**config.mk**
```make
export PLATFORM = sky130hd
export DESIGN_NAME = afr_lean_protection_timer
export DESIGN_NICKNAME = d
export VERILOG_FILES = /design/src/rtl/afrlp_pkg.sv /design/src/rtl/afrlp_cfg.sv /design/src/rtl/afrlp_in_stage.sv /design/src/rtl/afrlp_core.sv /design/src/rtl/afr_lean_protection_timer.sv
export VERILOG_INCLUDE_DIRS = /design/src /design/src/rtl
export SDC_FILE = /design/constraint.sdc
export NUM_CORES = 1
export LEC_CHECK = 0
export BUFFER_PORTS_ARGS = -buffer_cell sky130_fd_sc_hd__buf_2
export CORE_ASPECT_RATIO = 0.75
export CORE_MARGIN = 5
export CORE_UTILIZATION = 55
export DETAILED_ROUTE_END_ITERATION = 16
export PLACE_DENSITY = 0.82
export SLEW_MARGIN = 0
export SYNTH_ARGS = -nofsm -noshare
export SYNTH_HDL_FRONTEND = slang
export SYNTH_SLANG_ARGS = --single-unit
```
**constraint.sdc**
```tcl
create_clock -name i_clk -period 4.9 [get_ports i_clk]
set_clock_uncertainty 0.05 [all_clocks]
set_input_delay 0.245 -clock i_clk [delete_from_list [all_inputs] [get_ports i_clk]]
set_output_delay 0.245 -clock i_clk [all_outputs]
set_load 0.02 [all_outputs]
```
**src/rtl/afr_lean_protection_timer_assert.svh**
```systemverilog
// Assertion macros for the lean protection timer.
// Bodies compile away when SYNTHESIS is defined.
`ifndef AFR_LEAN_PROTECTION_TIMER_ASSERT_SVH
`define AFR_LEAN_PROTECTION_TIMER_ASSERT_SVH

`ifndef SYNTHESIS

`define AFR_ASSERT(lbl, clk, rst_n, prop) \
    lbl: assert property (@(posedge clk) disable iff (!rst_n) (prop)) \
        else $error("lean protection assertion failed");

`define AFR_ASSERT_IMPL(lbl, clk, rst_n, ante, cons) \
    lbl: assert property (@(posedge clk) disable iff (!rst_n) (ante) |-> (cons)) \
        else $error("lean protection assertion failed");

`else

`define AFR_ASSERT(lbl, clk, rst_n, prop)
`define AFR_ASSERT_IMPL(lbl, clk, rst_n, ante, cons)

`endif

`endif

```
**src/rtl/afrlp_pkg.sv**
```systemverilog
`timescale 1ns / 1ps
`default_nettype none

package afrlp_pkg;

    localparam int CFG_IDX_W  = 3;
    localparam int CFG_DATA_W = 8;

    localparam int DELAY_STEP_MS = 100;
    localparam int DELAY_MS_W    = 15;   // 255 * 100 fits
    localparam int MAP_SCALE     = 2;

    localparam logic [CFG_IDX_W-1:0] REG_ENABLE_BITS  = 3'd0;
    localparam logic [CFG_IDX_W-1:0] REG_AFR_MODE     = 3'd1;
    localparam logic [CFG_IDX_W-1:0] REG_MIN_MAP_HALF = 3'd2;
    localparam logic [CFG_IDX_W-1:0] REG_MIN_RPM      = 3'd3;
    localparam logic [CFG_IDX_W-1:0] REG_MIN_THROTTLE = 3'd4;
    localparam logic [CFG_IDX_W-1:0] REG_AFR_DEV      = 3'd5;
    localparam logic [CFG_IDX_W-1:0] REG_CUT_DELAY    = 3'd6;
    localparam logic [CFG_IDX_W-1:0] REG_REACT_TPS    = 3'd7;

    localparam logic [1:0] AFR_MODE_OFF    = 2'd0;
    localparam logic [1:0] AFR_MODE_FIXED  = 2'd1;
    localparam logic [1:0] AFR_MODE_TARGET = 2'd2;

    localparam logic [1:0] ENABLE_ALL = 2'b11;

    typedef struct packed {
        logic [1:0]            enable_bits;
        logic [1:0]            afr_mode;
        logic [7:0]            min_map_half;
        logic [7:0]            min_rpm_hundreds;
        logic [7:0]            min_throttle;
        logic [7:0]            afr_deviation;
        logic [DELAY_MS_W-1:0] cut_delay_ms;
        logic [7:0]            reactivate_throttle;
    } t_cfg;

    typedef struct packed {
        logic [9:0]  manifold_kpa;
        logic [7:0]  rpm_hundreds;
        logic [7:0]  throttle;
        logic [7:0]  measured_afr;
        logic [7:0]  target_afr;
        logic [31:0] now_ms;
    } t_sample;

endpackage

`default_nettype wire

```
**src/rtl/afrlp_cfg.sv**
```systemverilog
`timescale 1ns / 1ps
`default_nettype none

module afrlp_cfg (
    input  wire logic                           i_clk,
    input  wire logic                           i_rst_n,
    input  wire logic                           i_cfg_we,
    input  wire logic [afrlp_pkg::CFG_IDX_W-1:0]  i_cfg_idx,
    input  wire logic [afrlp_pkg::CFG_DATA_W-1:0] i_cfg_data,
    output afrlp_pkg::t_cfg                     o_cfg
);
    import afrlp_pkg::*;

    t_cfg r_cfg;
    t_cfg n_cfg;
    logic [DELAY_MS_W-1:0] w_delay_ms;

    // delay kept in ms so the per-sample path is a single add
    assign w_delay_ms = DELAY_MS_W'(i_cfg_data * DELAY_STEP_MS);

    always_comb begin
        n_cfg = r_cfg;
        if (i_cfg_we) begin
            unique case (i_cfg_idx)
                REG_ENABLE_BITS:  n_cfg.enable_bits         = i_cfg_data[1:0];
                REG_AFR_MODE:     n_cfg.afr_mode            = i_cfg_data[1:0];
                REG_MIN_MAP_HALF: n_cfg.min_map_half        = i_cfg_data;
                REG_MIN_RPM:      n_cfg.min_rpm_hundreds    = i_cfg_data;
                REG_MIN_THROTTLE: n_cfg.min_throttle        = i_cfg_data;
                REG_AFR_DEV:      n_cfg.afr_deviation       = i_cfg_data;
                REG_CUT_DELAY:    n_cfg.cut_delay_ms        = w_delay_ms;
                REG_REACT_TPS:    n_cfg.reactivate_throttle = i_cfg_data;
                default:          n_cfg = r_cfg;
            endcase
        end
    end

    always_ff @(posedge i_clk) begin
        if (!i_rst_n) begin
            r_cfg <= '0;
        end else begin
            r_cfg <= n_cfg;
        end
    end

    assign o_cfg = r_cfg;

endmodule

`default_nettype wire

```
**src/rtl/afrlp_in_stage.sv**
```systemverilog
`timescale 1ns / 1ps
`default_nettype none

module afrlp_in_stage (
    input  wire logic         i_clk,
    input  wire logic         i_rst_n,
    input  wire logic         i_valid,
    output logic              o_ready,
    input  wire afrlp_pkg::t_sample i_sample,
    output logic              o_valid,
    input  wire logic         i_ready,
    output afrlp_pkg::t_sample o_sample
);
    import afrlp_pkg::*;

    logic    r_vld;
    t_sample r_sample;

    // refill in the same cycle the held beat moves on
    assign o_ready = !r_vld || i_ready;

    always_ff @(posedge i_clk) begin
        if (!i_rst_n) begin
            r_vld <= 1'b0;
        end else if (o_ready) begin
            r_vld <= i_valid;
        end
    end

    always_ff @(posedge i_clk) begin
        if (o_ready && i_valid) begin
            r_sample <= i_sample;
        end
    end

    assign o_valid  = r_vld;
    assign o_sample = r_sample;

endmodule

`default_nettype wire

```
**src/rtl/afrlp_core.sv**
```systemverilog
`timescale 1ns / 1ps
`default_nettype none

`include "afr_lean_protection_timer_assert.svh"

module afrlp_core (
    input  wire logic          i_clk,
    input  wire logic          i_rst_n,
    input  wire afrlp_pkg::t_cfg    i_cfg,
    input  wire logic          i_valid,
    output logic               o_ready,
    input  wire afrlp_pkg::t_sample i_sample,
    output logic               o_valid,
    input  wire logic          i_ready,
    output logic               o_lean_cut
);
    import afrlp_pkg::*;

    logic        r_cut;
    logic [31:0] r_deadline;
    logic        r_out_vld;
    logic        r_out_cut;

    logic        n_cut;
    logic [31:0] n_deadline;

    logic        w_fire;
    logic        w_enabled;
    logic        w_lean_afr;
    logic        w_cond;
    logic [8:0]  w_limit;
    logic [32:0] w_arm_sum;

    assign o_ready = !r_out_vld || i_ready;
    assign w_fire  = i_valid && o_ready;

    assign w_enabled = (i_cfg.enable_bits == ENABLE_ALL) && (i_cfg.afr_mode != AFR_MODE_OFF);

    // target + deviation is a 9-bit sum, no wrap
    assign w_limit = {1'b0, i_sample.target_afr} + {1'b0, i_cfg.afr_deviation};

    always_comb begin
        unique case (i_cfg.afr_mode)
            AFR_MODE_FIXED:  w_lean_afr = i_sample.measured_afr >= i_cfg.afr_deviation;
            AFR_MODE_TARGET: w_lean_afr = {1'b0, i_sample.measured_afr} >= w_limit;
            default:         w_lean_afr = 1'b0;
        endcase
    end

    assign w_cond = (i_sample.manifold_kpa >= 10'(i_cfg.min_map_half * MAP_SCALE))
                 && (i_sample.rpm_hundreds >= i_cfg.min_rpm_hundreds)
                 && (i_sample.throttle >= i_cfg.min_throttle)
                 && w_lean_afr;

    assign w_arm_sum = {1'b0, i_sample.now_ms} + 33'(i_cfg.cut_delay_ms);

    always_comb begin
        n_cut      = r_cut;
        n_deadline = r_deadline;
        if (w_enabled) begin
            if (w_cond) begin
                if (r_deadline == '0) begin
                    n_deadline = w_arm_sum[31:0];
                    // now >= now + delay (mod 2^32) only for zero delay or a wrap
                    n_cut = (i_cfg.cut_delay_ms == '0) || w_arm_sum[32];
                end else begin
                    n_cut = i_sample.now_ms >= r_deadline;
                end
            end else begin
                n_deadline = '0;
            end
            if (i_sample.throttle <= i_cfg.reactivate_throttle) begin
                n_cut      = 1'b0;
                n_deadline = '0;
            end
        end else begin
            n_cut = 1'b0;
        end
    end

    always_ff @(posedge i_clk) begin
        if (!i_rst_n) begin
            r_cut      <= 1'b0;
            r_deadline <= '0;
            r_out_vld  <= 1'b0;
        end else begin
            if (w_fire) begin
                r_cut      <= n_cut;
                r_deadline <= n_deadline;
            end
            if (o_ready) begin
                r_out_vld <= i_valid;
            end
        end
    end

    always_ff @(posedge i_clk) begin
        if (w_fire) begin
            r_out_cut <= n_cut;
        end
    end

    assign o_valid    = r_out_vld;
    assign o_lean_cut = r_out_cut;

    `AFR_ASSERT_IMPL(a_disabled_clears, i_clk, i_rst_n, w_fire && !w_enabled, ##1 !r_cut)
    `AFR_ASSERT_IMPL(a_cut_rise_on_beat, i_clk, i_rst_n, $past(i_rst_n) && $rose(r_cut), $past(w_fire))
    `AFR_ASSERT_IMPL(a_deadline_on_beat, i_clk, i_rst_n, $past(i_rst_n) && (r_deadline != $past(r_deadline)), $past(w_fire))
    `AFR_ASSERT(a_result_follows_state, i_clk, i_rst_n, w_fire |=> (r_out_vld && (r_out_cut == r_cut)))

endmodule

`default_nettype wire

```
**src/rtl/afr_lean_protection_timer.sv**
```systemverilog
`timescale 1ns / 1ps
`default_nettype none

// Channel   Handshake                       Payload
// in        i_in_valid / o_in_ready         manifold, rpm, throttle, afr, target, now_ms
// out       o_out_valid / i_out_ready       o_lean_cut
// cfg       i_cfg_we (no wait)              i_cfg_idx, i_cfg_data
//
// Path from input beat to result: input register, then the condition
// check, deadline add and compare feed the state and result registers.
// One sample per cycle sustained while the output is not stalled; both stages refill as they drain.
// Synchronous active-low reset clears valid flags, cut state, deadline and
// config; sample and result data registers are not reset.
// A stalled output holds its beat and backs up into the input register.

module afr_lean_protection_timer (
    input  wire logic                             i_clk,
    input  wire logic                             i_rst_n,
    input  wire logic                             i_in_valid,
    output logic                                  o_in_ready,
    input  wire logic [9:0]                       i_manifold_kpa,
    input  wire logic [7:0]                       i_rpm_hundreds,
    input  wire logic [7:0]                       i_throttle,
    input  wire logic [7:0]                       i_measured_afr,
    input  wire logic [7:0]                       i_target_afr,
    input  wire logic [31:0]                      i_now_ms,
    output logic                                  o_out_valid,
    input  wire logic                             i_out_ready,
    output logic                                  o_lean_cut,
    input  wire logic                             i_cfg_we,
    input  wire logic [afrlp_pkg::CFG_IDX_W-1:0]  i_cfg_idx,
    input  wire logic [afrlp_pkg::CFG_DATA_W-1:0] i_cfg_data
);
    import afrlp_pkg::*;

    t_cfg    w_cfg;
    t_sample w_in_sample;
    t_sample w_st_sample;
    logic    w_st_valid;
    logic    w_st_ready;

    assign w_in_sample.manifold_kpa = i_manifold_kpa;
    assign w_in_sample.rpm_hundreds = i_rpm_hundreds;
    assign w_in_sample.throttle     = i_throttle;
    assign w_in_sample.measured_afr = i_measured_afr;
    assign w_in_sample.target_afr   = i_target_afr;
    assign w_in_sample.now_ms       = i_now_ms;

    afrlp_cfg u_cfg (
        .i_clk      (i_clk),
        .i_rst_n    (i_rst_n),
        .i_cfg_we   (i_cfg_we),
        .i_cfg_idx  (i_cfg_idx),
        .i_cfg_data (i_cfg_data),
        .o_cfg      (w_cfg)
    );

    afrlp_in_stage u_in (
        .i_clk    (i_clk),
        .i_rst_n  (i_rst_n),
        .i_valid  (i_in_valid),
        .o_ready  (o_in_ready),
        .i_sample (w_in_sample),
        .o_valid  (w_st_valid),
        .i_ready  (w_st_ready),
        .o_sample (w_st_sample)
    );

    afrlp_core u_core (
        .i_clk      (i_clk),
        .i_rst_n    (i_rst_n),
        .i_cfg      (w_cfg),
        .i_valid    (w_st_valid),
        .o_ready    (w_st_ready),
        .i_sample   (w_st_sample),
        .o_valid    (o_out_valid),
        .i_ready    (i_out_ready),
        .o_lean_cut (o_lean_cut)
    );

endmodule

`default_nettype wire
```
Yosys cells after proc, flatten, opt, wreduce, memory -nomap -nowiden
Index checks and enable logic that the tools add are counted.
{"block": "classes", "n_lt_le_gt_ge": 7, "multipliers": 1, "addsub": 2, "n_eq_ne": 11, "mux": 8, "reduce_logical": 24}
{"op": "32-bit two-way mux", "n": 3}
{"op": "32-bit by 15-bit adder with 33-bit output", "n": 1}
{"op": "32-bit greater-or-equal comparator", "n": 1}
{"op": "32-bit logical NOT", "n": 1}
{"op": "8-bit greater-or-equal comparator", "n": 3}
{"op": "2-bit AND reduction", "n": 8}
{"op": "15-bit logical NOT", "n": 1}
{"op": "8-bit by 5-bit multiplier with 13-bit output, second input constant", "n": 1}
{"op": "3-bit == test, second input constant", "n": 4}
{"op": "10-bit by 9-bit greater-or-equal comparator with 1-bit output", "n": 1}
{"op": "8-bit by 8-bit adder with 9-bit output", "n": 1}
{"op": "8-bit by 9-bit greater-or-equal comparator with 1-bit output", "n": 1}
{"op": "8-bit less-or-equal comparator", "n": 1}
{"op": "3-bit by 2-bit == test with 1-bit output, second input constant", "n": 2}
{"op": "1-bit logical AND", "n": 6}
{"op": "2-bit == test, second input constant", "n": 2}
{"op": "1-bit two-way mux", "n": 4}
{"op": "3-bit by 1-bit == test with 1-bit output, second input constant", "n": 1}
{"op": "3-bit logical NOT", "n": 1}
{"op": "1-bit logical OR", "n": 3}
{"op": "3-bit != test, second input constant", "n": 1}
{"op": "3-bit AND reduction", "n": 1}
{"op": "2-bit by 1-bit == test with 1-bit output, second input constant", "n": 1}
{"op": "1-bit logical NOT", "n": 2}
{"op": "other kinds (2)", "n": 2}
{"block": "totals", "ff_bits": 167, "output_inout_bits": 3, "input_bits": 90}

Logic depth before layout (Yosys ltp)
{"block": "logic_depth", "word_depth": 7, "ltp_mapped": 18, "depth_no_buf": 16}

Hierarchy
Synthesis repeated with hierarchy kept, for this count alone.
{"block": "hier_totals", "hier_cells": 994, "hier_area_um2": 9695.5}
{"module": "afrlp_core", "seq_area_each_um2": 710.7, "cells_per_inst": 588, "instances": 1, "area_per_inst_um2": 4558.1}
{"module": "afrlp_cfg", "seq_area_each_um2": 1141.1, "cells_per_inst": 327, "instances": 1, "area_per_inst_um2": 2857.7}
{"module": "afrlp_in_stage", "seq_area_each_um2": 2242.2, "cells_per_inst": 79, "instances": 1, "area_per_inst_um2": 2279.7}

Least setup slack after synthesis
OpenSTA, ideal clock, no wires.
{"block": "synth_path", "kind": "reg-to-reg", "startpoint": "register u_cfg.r_cfg (netlist bit u_cfg.o_cfg[23])", "endpoint": "register u_core.r_deadline[13]", "path_stages_with_launch": 17, "path_buffers": 2, "setup_ns": 0.087, "arrival_time_ns": 3.062, "period_less_slack_ns": 3.199, "setup_slack_ns": 1.701, "path_cell_list": "dfxtp_1 > ha_1 > inv_1 > fa_1 > nor2b_1 > o31ai_2 > nand2b_1 > a211oi_1 > or2_2 > ha_1 > a2111oi_0 > o21ai_0 > a31oi_1 > o21ai_0 > buf_2 > buf_2 > o31ai_1"}
{"block": "synth_between", "elab_chain_cells": 6, "word_cells_on_any_way": 9, "classes_between": "add/sub (1); order compare (2); eq/ne (1); mux (3); reduce/logical (2)"}
{"item": "start, declared", "line": "afrlp_cfg.sv:14", "source": "t_cfg r_cfg;"}
{"item": "start signal, assigned", "line": "afrlp_cfg.sv:42", "source": "r_cfg <= n_cfg;"}
{"item": "8-bit by 8-bit adder with 9-bit output", "line": "afrlp_core.sv:40", "source": "assign w_limit = {1'b0, i_sample.target_afr} + {1'b0, i_cfg.afr_deviation};"}
{"item": "8-bit by 9-bit greater-or-equal comparator with 1-bit output", "line": "afrlp_core.sv:45", "source": "AFR_MODE_TARGET: w_lean_afr = {1'b0, i_sample.measured_afr} >= w_limit;"}
{"item": "1-bit case mux with 2 select lines (*)", "line": "afrlp_core.sv:43", "source": "unique case (i_cfg.afr_mode)"}
{"item": "1-bit logical AND (*)", "line": "afrlp_core.sv:53", "source": "&& w_lean_afr;"}
{"item": "3-bit != test (no source line) or 32-bit two-way mux (tied branches)"}
{"item": "3-bit AND reduction (no source line) or 32-bit two-way mux (tied branches)"}
{"item": "end signal, assigned", "line": "afrlp_core.sv:89", "source": "r_deadline <= n_deadline;"}
{"item": "end, declared", "line": "afrlp_core.sv:20", "source": "logic [31:0] r_deadline;"}
Every way passes the cells marked *; elsewhere a longest branch is shown, timed or not.
A chain may end at the register's enable or synchronous reset.

Worst setup path after layout
{"block": "layout_path", "startpoint": "register u_in.r_sample (netlist bit u_in.o_sample[33])", "endpoint": "register u_core.r_deadline[20]"}
{"block": "layout_between", "elab_chain_cells": 6, "word_cells_on_any_way": 8, "classes_between": "add/sub (1); order compare (1); eq/ne (1); mux (3); reduce/logical (2)"}
{"item": "start, declared", "line": "afrlp_in_stage.sv:17", "source": "t_sample r_sample;"}
{"item": "start signal, assigned", "line": "afrlp_in_stage.sv:32", "source": "r_sample <= i_sample;"}
{"item": "8-bit by 8-bit adder with 9-bit output (*)", "line": "afrlp_core.sv:40"}
{"item": "8-bit by 9-bit greater-or-equal comparator with 1-bit output (*)", "line": "afrlp_core.sv:45"}
{"item": "1-bit case mux with 2 select lines (*)", "line": "afrlp_core.sv:43"}
{"item": "1-bit logical AND (*)", "line": "afrlp_core.sv:53"}
{"item": "3-bit != test (no source line) or 32-bit two-way mux (tied branches)"}
{"item": "3-bit AND reduction (no source line) or 32-bit two-way mux (tied branches)"}
Marks and branches as above.

==> out/metrics.csv <==
stage,metric,value,unit
status,status,finished clean,
yosys,"Top FF cell, synth",dfxtp_1,
min_path,hold path cells,4,
finish,layout net count,1351,
placed_design,HPWL Detailed,15500,um
yosys,Yosys reg bits,167,
yosys,"top cells by area, synth","edfxtp_1, dfxtp_1, ha_1",
grt,largest net degree at the start of global routing,75,
placed_design,placed cell area,10100,um^2
worst_setup_path,worst flop-to-flop path endpoint,u_core.r_deadline[20],
yosys,Post-synth EDFFs,75,
sta,RSZ-0062 raised after global routing,no,
clocking,Root Buffer,clkbuf_16,
yosys,leading area contributor after synthesis,edfxtp_1,
finish,Filler Cells Inserted,1263,
sta,worst setup margin,0.573,ns
yosys,cells after synthesis,959,
worst_setup_path,Setup crit end kind,flip-flop,
placed_design,Post-Place Setup Slack,0.310,ns
route,DRT iter0 DRCs,619,
finish,Util after Layout,0.678,
sta,period utilization,0.883,
finish,Final Cell Area,11400,um^2
die,Initial Util,0.561,
die,# rows,41,
die,die width,161,um
die,Die Height,123,um
min_path,worst min path class,in -> reg,
job,Max Cap Violations,0,
yosys,multiplexer area fraction after synthesis,0.0106,
yosys,register area share after synthesis,0.434,
clocking,Clock transition at path regs,0.07,ns
route,first drt pass iteration count,5,
placed_design,IO Port Bufs,92,
route,DR vias,7516,
clocking,"Clk Latency, worst-skew pair",0.45,ns
placed_design,Placer Congestion,0.877,
yosys,Syn Std Cell Area,9440,um^2
worst_setup_path,Reg2Reg Launch Point,u_in.o_sample[33],
clocking,htree depth,4,
yosys,post-synthesis xor/xnor area fraction,0.0343,
yosys,largest family of logic cells by synthesized area,adder cells,
yosys,ys async rst share,0,
grt,vias in the first global route,7724,
finish,Layout Cells excl Fill,1351,
yosys,Synth Area in Compound Gates,0.140,
route,Routed WL,22800,um
min_path,Worst Hold Launch,i_out_ready,
worst_setup_path,"Req. time, crit path",5.20,ns
grt,Total GRT Usage,0.237,
finish,share of cells above drive strength 1,0.136,
die,Core Region,16800,um^2
power,Peak VDD IR,0.258,mV
route,Antenna Nets Post-Route,0,
route,Via density,5.56,
worst_setup_path,cells on worst reg2reg path,15,
clocking,CTS buffer count,17,
sta,minimum clock period,4.33,ns
yosys,top post-synthesis cells by count,"ha_1, nand2_1, inv_1",
worst_setup_path,"critical path fanouts, max",29,
placed_design,placed insts,1244,
worst_setup_path,nature of the critical path startpoint,flip-flop,
sta,Pins Over Slew Limit,0,
finish,ANT cells,0,
worst_setup_path,Setup CP Type,reg -> reg,
clocking,CTS sink cnt,167,
sta,Final setup viols,0,
sta,slew margin rel.,0.335,
sta,final hold vios,0,
finish,area grow syn2layout,20.9,%
route,drt drc,0,
finish,Multi-input gate area,4870,um^2
yosys,Unique masters post-synth,67,
sta,Max Clock Freq,0.231,GHz
yosys,post-synthesis simple-gate area fraction,0.143,
route,per-cell routed wire length,16.9,um
grt,first-pass GRT wire length,37500,um
yosys,syn_area_per_cell,9.84,um^2
worst_setup_path,arrival time worst endpoint,4.63,ns
clocking,CTS tree,yes,
power,Cell Pwr Density,292,nW/um^2
yosys,Yosys top cell area share,0.239,
die,die area,19900,um^2
worst_setup_path,flop2flop setup slack,0.57,ns
min_path,worst hold endpoint,u_core.o_valid,
finish,register area,4090,um^2
die,IO Count,93,
sta,Worst Tran Pin Value,0.998,ns
yosys,Adder-Cell Fraction of Synth Area,0.187,
yosys,Synth Warn #,0,
grt,initial antenna violation count,0,
worst_setup_path,CP Launch Point,u_in.o_sample[33],
power,leakage power,4.48,nW
yosys,syn nets,1187,
clocking,clock buffer depth,2,
sta,total negative slack,0,ns
grt,"Remaining Overflow, GRT",0,
yosys,most instantiated library cell after synthesis,ha_1,
[power by group]
part | switching (mW) | internal, mW
Combinational | 0.246 | 0.218
Sequential | 0.0374 | 1.51
Clock | 0.632 | 0.686
Total | 0.915 | 2.41
[cell type report]
type	count	area share
timing repair buffer	168	0.107
tap	215	0.0236
sequential	167	0.359
multi-input combinational	668	0.427
clock buffer	18	0.0385
inverter	101	0.0332
clock inverter	14	0.0114
[worst max-delay path, stage by stage, from the launching register on]
cell and delay, ns:
edfxtp_1 0.41, ha_1 0.29, a21o_1 0.18, a21oi_1 0.24
o21bai_1 0.10, a21oi_1 0.22, o21ai_0 0.15, xnor2_1 0.14
ha_1 0.28, o21a_1 0.11, nor2_1 0.03, nor3b_1 0.19
a31oi_1 0.21, o21ai_4 0.64, nand2_1 0.62, o22ai_1 0.36
[how the worst max path moves through the flow]
stage	endpoint	slack, ns
after floorplan	u_core.r_deadline[13]	1.70
after global placement	u_core.r_deadline[28]	0.55
after global routing	u_core.r_deadline[22]	0.13
after detailed placement	u_core.r_deadline[24]	0.31
after CTS	u_core.r_deadline[20]	0.25
final	u_core.r_deadline[20]	0.57
[layout by cell type (no fill, tap or decap), types with 13 or more instances in the layout]
master,Yosys,routed
ha_1,133,133
nand2_1,120,120
inv_1,100,100
buf_2,7,92
dfxtp_1,92,92
a21oi_1,76,76
dlygate4sd3_1,0,75
edfxtp_1,75,75
nor2_1,55,55
o21ai_0,29,28
xnor2_1,26,26
nand3_1,22,22
o22ai_1,19,19
nand4_1,17,17
clkbuf_16,0,17
o31ai_1,15,15
nor4_1,13,13
[routing by layer]
layer | GRT usage | share of wire
met1 | 0.298 | 0.43
met2 | 0.411 | 0.48
met3 | 0.0483 | 0.064
met4 | 0.0863 | 0.026
met5 | 0 | 0
[cells by family (layout without fill, tap and decap cells)]
group	after synthesis	after routing
simple gates	283	283
compound gates	200	200
flops	167	167
fa+ha+maj	138	138
buf+inv	124	301
xor+xnor	37	37
mux	10	10
[timing repair]
action | in CTS | in global routing
resized for setup | 0 | 1
hold buffers | 75 | 0
endpoints found under the hold margin | 75 | 0
setup endpoints to repair | 0 | 18
setup buffers | 0 | 0
[sequential cells by signal (all words and copies together) (netlist names)]
signal and cells:
u_cfg.o_cfg 57, u_core.o_lean_cut 1, u_core.o_valid 1, u_core.r_cut 1, u_core.r_deadline 32, u_in.o_sample 74
u_in.o_valid 1
[stage by stage]
step | hold WS (ns) | power [mW]
after floorplan | 0.294 | 1.85
after global placement | 0.371 | 1.97
after detailed placement | 0.373 | 1.98
after CTS | 0.0628 | 3.32
after global routing | 0.116 | 3.47
final | 0.0642 | 3.33
(Power assumes the default switching activity.)
